===== config.mk =====
export PLATFORM = sky130hd
export DESIGN_NAME = cbs_ram
export DESIGN_NICKNAME = d
export VERILOG_FILES = /design/src/hdl/cbs_ram.sv
export SDC_FILE = /design/constraint.sdc
export NUM_CORES = 1
export LEC_CHECK = 0
export BUFFER_PORTS_ARGS = -buffer_cell sky130_fd_sc_hd__buf_2
export CAP_MARGIN = 20
export CORE_MARGIN = 4
export CORE_UTILIZATION = 50
export DETAILED_ROUTE_END_ITERATION = 6
export GPL_TIMING_DRIVEN = 0
export PLACE_DENSITY = 0.67
export SLEW_MARGIN = 20
export SYNTH_ARGS = -nofsm -noshare
export SYNTH_HDL_FRONTEND = slang
export SYNTH_SLANG_ARGS = --single-unit
export TNS_END_PERCENT = 50

===== constraint.sdc =====
create_clock -name clk -period 2.38 [get_ports clk]
set_clock_uncertainty 0.2 [all_clocks]
set_input_delay 0.357 -clock clk [delete_from_list [all_inputs] [get_ports clk]]
set_output_delay 0.357 -clock clk [all_outputs]
set_load 0.01 [all_outputs]

===== src/hdl/cbs_ram.sv =====
// generic single write port ram with registered read
// no dependencies
`default_nettype none

module cbs_ram #(
    parameter int WIDTH = 8,
    parameter int DEPTH = 16
) (
    input  wire logic                                     clk,
    input  wire logic                                     we,
    input  wire logic [((DEPTH > 1) ? $clog2(DEPTH) : 1)-1:0] waddr,
    input  wire logic [WIDTH-1:0]                         wdata,
    input  wire logic [((DEPTH > 1) ? $clog2(DEPTH) : 1)-1:0] raddr,
    output logic      [WIDTH-1:0]                         rdata
);

    logic [WIDTH-1:0] mem [DEPTH];

    always_ff @(posedge clk)
    begin
        if (we)
        begin
            mem[waddr] <= wdata;
        end
        rdata <= mem[raddr];
    end

endmodule

`default_nettype wire


# --- Word-level counts from Yosys, hierarchy flattened ---
# Memories as Yosys holds them, arrays and structs flattened. A register that Yosys moved wholly into a read port is not among the register bits.
# Index checks and enable logic that the tools add are counted.
classes:
  mux: 2
op_table:
  columns: ["operator", "count"]
  rows:
  - ["$mux 1", 2]
word_totals:
  ff_bits: 0
  ramBits: 128
  in_bits: 18
  word_cells: 3
  n_memories: 1
memory_table:
  columns: ["name", "depth", "word_bits", "read_ports", "rd_ports_with_merged_regs", "write_ports", "line_no", "source"]
  rows:
  - ["mem", 16, 8, 1, 1, 1, "17", "logic [WIDTH-1:0] mem [DEPTH];"]

# --- Longest topological paths before layout ---
logic_depth:
  ltp_word: 2
  depth_mapped: 5
  depth_no_buf: 3

# --- Worst setup path after synthesis ---
# No wires, ideal clock.
synth_timing:
  path_type: "input-to-reg"
  start: "input waddr[2] (netlist name)"
  end: "memory mem[0][0], enable pin"
  setup_time_ps: 383
  t_arrival_ps: 1467
  t_required_ps: 1797
  setup_slack_ps: 330
  path_stages: 2
  n_path_buf: 0
  cell_sequence: "or3b_2 -> nor3_1"
synth_lines:
  columns: ["element", "line_no", "source"]
  rows:
  - ["start, declared", "11", "input wire logic [((DEPTH > 1) ? $clog2(DEPTH) : 1)-1:0] waddr,"]
  - ["end, declared", "17", null]
# No word-level cell before the write port.

# --- Worst setup path after layout ---
layout_timing:
  start: "input waddr[2] (netlist name)"
  end: "memory mem[1][6], enable pin"
# No word-level cell before the write port.

==> impl_metrics.py <==
metrics = {
    "drt": {
        "wl_mm": 9.75,
        "drc": 0,
        "dr_total_vias": 2367,
        "drt_iter0_markers": 195,
        "antenna_left": 0,
        "wl_per_cell_um": 23.3,
        "viasPerCell": 5.66,
        "firstDrtPassIters": 4,
    },
    "synthesis": {
        "synth-seq-cells": 136,
        "synthMuxAreaShare_pct": 15.0,
        "syn_nets": 247,
        "avgSynthCellArea_um2": 22.5,
        "syn_area_mm2": 0.00515,
        "yosys_warnings": 0,
        "syn_inst": 229,
        "synth-xor-area-share_pct": 0,
        "ys_types": 19,
        "synth-simple-area-share_pct": 3.18,
        "synth_top_family_by_area": "multiplexers",
        "seq_area_frac_synth_pct": 77.8,
        "synth_compound_area_share_pct": 2.33,
        "synth_fa_ha_area_share_pct": 0,
    },
    "place": {
        "dp_slack_ns": 0.118,
        "gp_congestion": 0.734,
        "dpl_cell_area_mm2": 0.00545,
        "dpl.hpwl_mm": 6.05,
        "dp_cells": 386,
        "port_buffers": 24,
    },
    "grt": {
        "grt.busiest_layer": "met2",
        "grt_pass1_wl_mm": 14.9,
        "grt_pass1_vias": 2359,
        "grt_antenna_before_repair": 0,
        "met3_usage_pct": 4.40,
        "grt_max_degree": 17,
        "grtUsageTotal_pct": 18.2,
        "gr-total-overflow": 0,
        "grt_use_met2_pct": 27.0,
        "use_met1_pct": 26.9,
    },
    "floorplan": {
        "coreArea_mm2": 0.00991,
        "rows": 36,
        "die_area_mm2": 0.0120,
        "fp.dieW_um": 109,
        "ioPinCount": 26,
        "initial_core_util_pct": 51.9,
        "die_h_um": 109,
    },
    "setup_path": {
        "crit_slowest_cell": "nor2_1",
        "r2r-end": "rdata[0]$_DFF_P_",
        "critPathArrivalTime_ns": 1.67,
        "endpoint_kind": "flip-flop",
        "worstPathMaxFanout": 8,
        "crit_type": "input port to flip-flop",
        "required_ns": 2.31,
        "max_stage_delay_ns": 0.65,
        "r2r_cells": 3,
        "path_cells": "buf_2 > or3b_2 > nor2_1",
        "reg2reg_from": "mem[5][0]$_DFFE_PP_",
        "reg2reg_slack_ns": 0.77,
        "critPathLaunchType": "input port",
    },
    "clock_network": {
        "hold_buffers": 0,
        "cts_max_path_buffers": 2,
        "htree_levels": 4,
        "post_cts_buffers": 0,
        "cts_sinks": 136,
        "clk_pin_slew_ns": 0.05,
        "cts_tree": "yes",
        "worstSkewPairLatency_ns": 0.50,
        "cts_buffers": 17,
        "root_buffer": "clkbuf_8",
        "post_cts_resized": 0,
    },
    "timing": {
        "fin_crit_sh_pct": 73.0,
        "fmax_mhz": 575,
        "relSlewSlack_pct": 45.1,
        "worst_pin_slew_ns": 0.821,
        "setup_slack_ns": 0.642,
        "rsz0062_at_grt": "false",
        "hold_viol": 0,
        "setup_viol": 0,
        "final-max-slew-violation-count": 0,
        "min_period_ns": 1.74,
    },
    "power": {
        "pwr-share-clk_pct": 43.8,
        "p_seq_share_pct": 51.2,
        "power.internal_mw": 4.20,
        "p_sw_mw": 1.06,
        "p_sw_share_pct": 20.1,
        "power_mw": 5.25,
        "comb_power_share_pct": 5.0,
        "power_density_mw_per_mm2": 877,
        "leakagePower_nw": 2.01,
        "peakVddDrop_mv": 0.563,
    },
    "finish": {
        "syn_to_final_growth_pct": 16.4,
        "fill_cells": 730,
        "final_cell_area_mm2": 0.00599,
        "n_antenna_cell": 0,
        "layoutNonFillerInstCount": 418,
        "final_nets": 290,
        "drive_above_1_share_pct": 30.2,
        "utilization_pct": 60.5,
    },
    "worst_hold_path": {
        "whs_path_depth": 1,
        "hp-class": "input port to flip-flop",
        "min_to": "mem[6][6]$_DFFE_PP_",
        "worstHoldStart": "wdata[6]",
    },
    "job": {
        "cap_violations": 0,
    },
    "run_status": {
        "status": "completed",
    },
}
cells in the final DEF, fill, tap and decap left out:
cell type          n
clkbuf_16         16
nor2b_1            1
buf_2             27
a22oi_1           16
mux4_2            18
nand3_1            1
and2_1             1
clkinvlp_4         2
edfxtp_1         128
buf_6              3
buf_4              1
nand2b_1           2
nor3_2             4
nand2_1            9
clkbuf_8           6
clkinv_4           1
nor2_1            13
or3b_2             1
mux4_1            14
clkbuf_1           3
and2b_1            1
clkinv_2           4
clkdlybuf4s25_2    3
nand3b_1           2
dfxtp_1            8
through the flow:
stage / hold WS (ns) / setup TNS [ns]
2_1_floorplan: 0.256 / 0
3_3_place_gp: 0.464 / -1.82
3_5_place_dp: 0.482 / 0
4_1_cts: 0.0305 / 0
5_1_grt: 0.0505 / 0
6_report: 0.0555 / 0
registers in the layout (all words and copies together), names as in the netlist:
signal	flops
rdata	8
mem	128
metal layers:
layer	share of wire (%)	wire length, µm	vias up
li1	-	-	1062
met1	45	4380	1220
met2	48	4640	80
met3	6.8	658	5
met4	0.70	68	0
met5	0	0	-
worst max path at each step:
stage	start	to	slack, ns	depth (start not counted)
2_1_floorplan	waddr[2]	mem[0][0]$_DFFE_PP_	0.33	2
3_3_place_gp	waddr[2]	mem[0][4]$_DFFE_PP_	-0.23	3
3_5_place_dp	waddr[2]	mem[1][4]$_DFFE_PP_	0.12	3
4_1_cts	waddr[2]	mem[3][6]$_DFFE_PP_	0.65	3
5_1_grt	waddr[2]	mem[3][0]$_DFFE_PP_	0.57	3
6_report	waddr[2]	mem[1][6]$_DFFE_PP_	0.64	3
kinds of logic after synthesis:
logic type,after synthesis
muxes,32
DFF,136
buffers and inverters,10
AOI/OAI and AO/OA,16
and+or+nand+nor,35
synthesized netlist by cell type (all sizes together):
cell type	number	area share, %
edfxtp	128	75
mux4	32	15
a22oi	16	2.3
nor2	13	0.95
nand2	9	0.66
dfxtp	8	3.1
buf	7	1.1
nor3	4	0.39
clkdlybuf4s25	3	0.58
nand2b	2	0.24
nand3b	2	0.29
and2	1	0.12
and2b	1	0.15
nand3	1	0.097
nor2b	1	0.12
or3b	1	0.17
worst max-delay path, delay by kind of cell:
kind                   cells  cell delay, ns
buffers and inverters      1            0.12
AND/OR/NAND/NOR            2            1.18
power by group through the flow:
stage,combinational (mW),clock (mW),sequential (mW)
3_3_place_gp,0.256,0,2.74
6_report,0.261,2.30,2.69
5_1_grt,0.284,2.45,2.69
4_1_cts,0.266,2.34,2.69
2_1_floorplan,0.136,0,2.75
3_5_place_dp,0.263,0,2.74
cell type report:
cell class / count / area, µm² / share of cell area [%]
Timing Repair Buffer: 24 / 120 / 2.00
Clock buffer: 25 / 494 / 8.25
Sequential cell: 136 / 4000 / 66.8
Buffer: 10 / 86.3 / 1.44
Clock inverter: 7 / 43.8 / 0.731
Tap cell: 133 / 166 / 2.78
Multi-Input combinational cell: 83 / 1080 / 18.0
No activity file was read; power rests on OpenSTA's default activity.
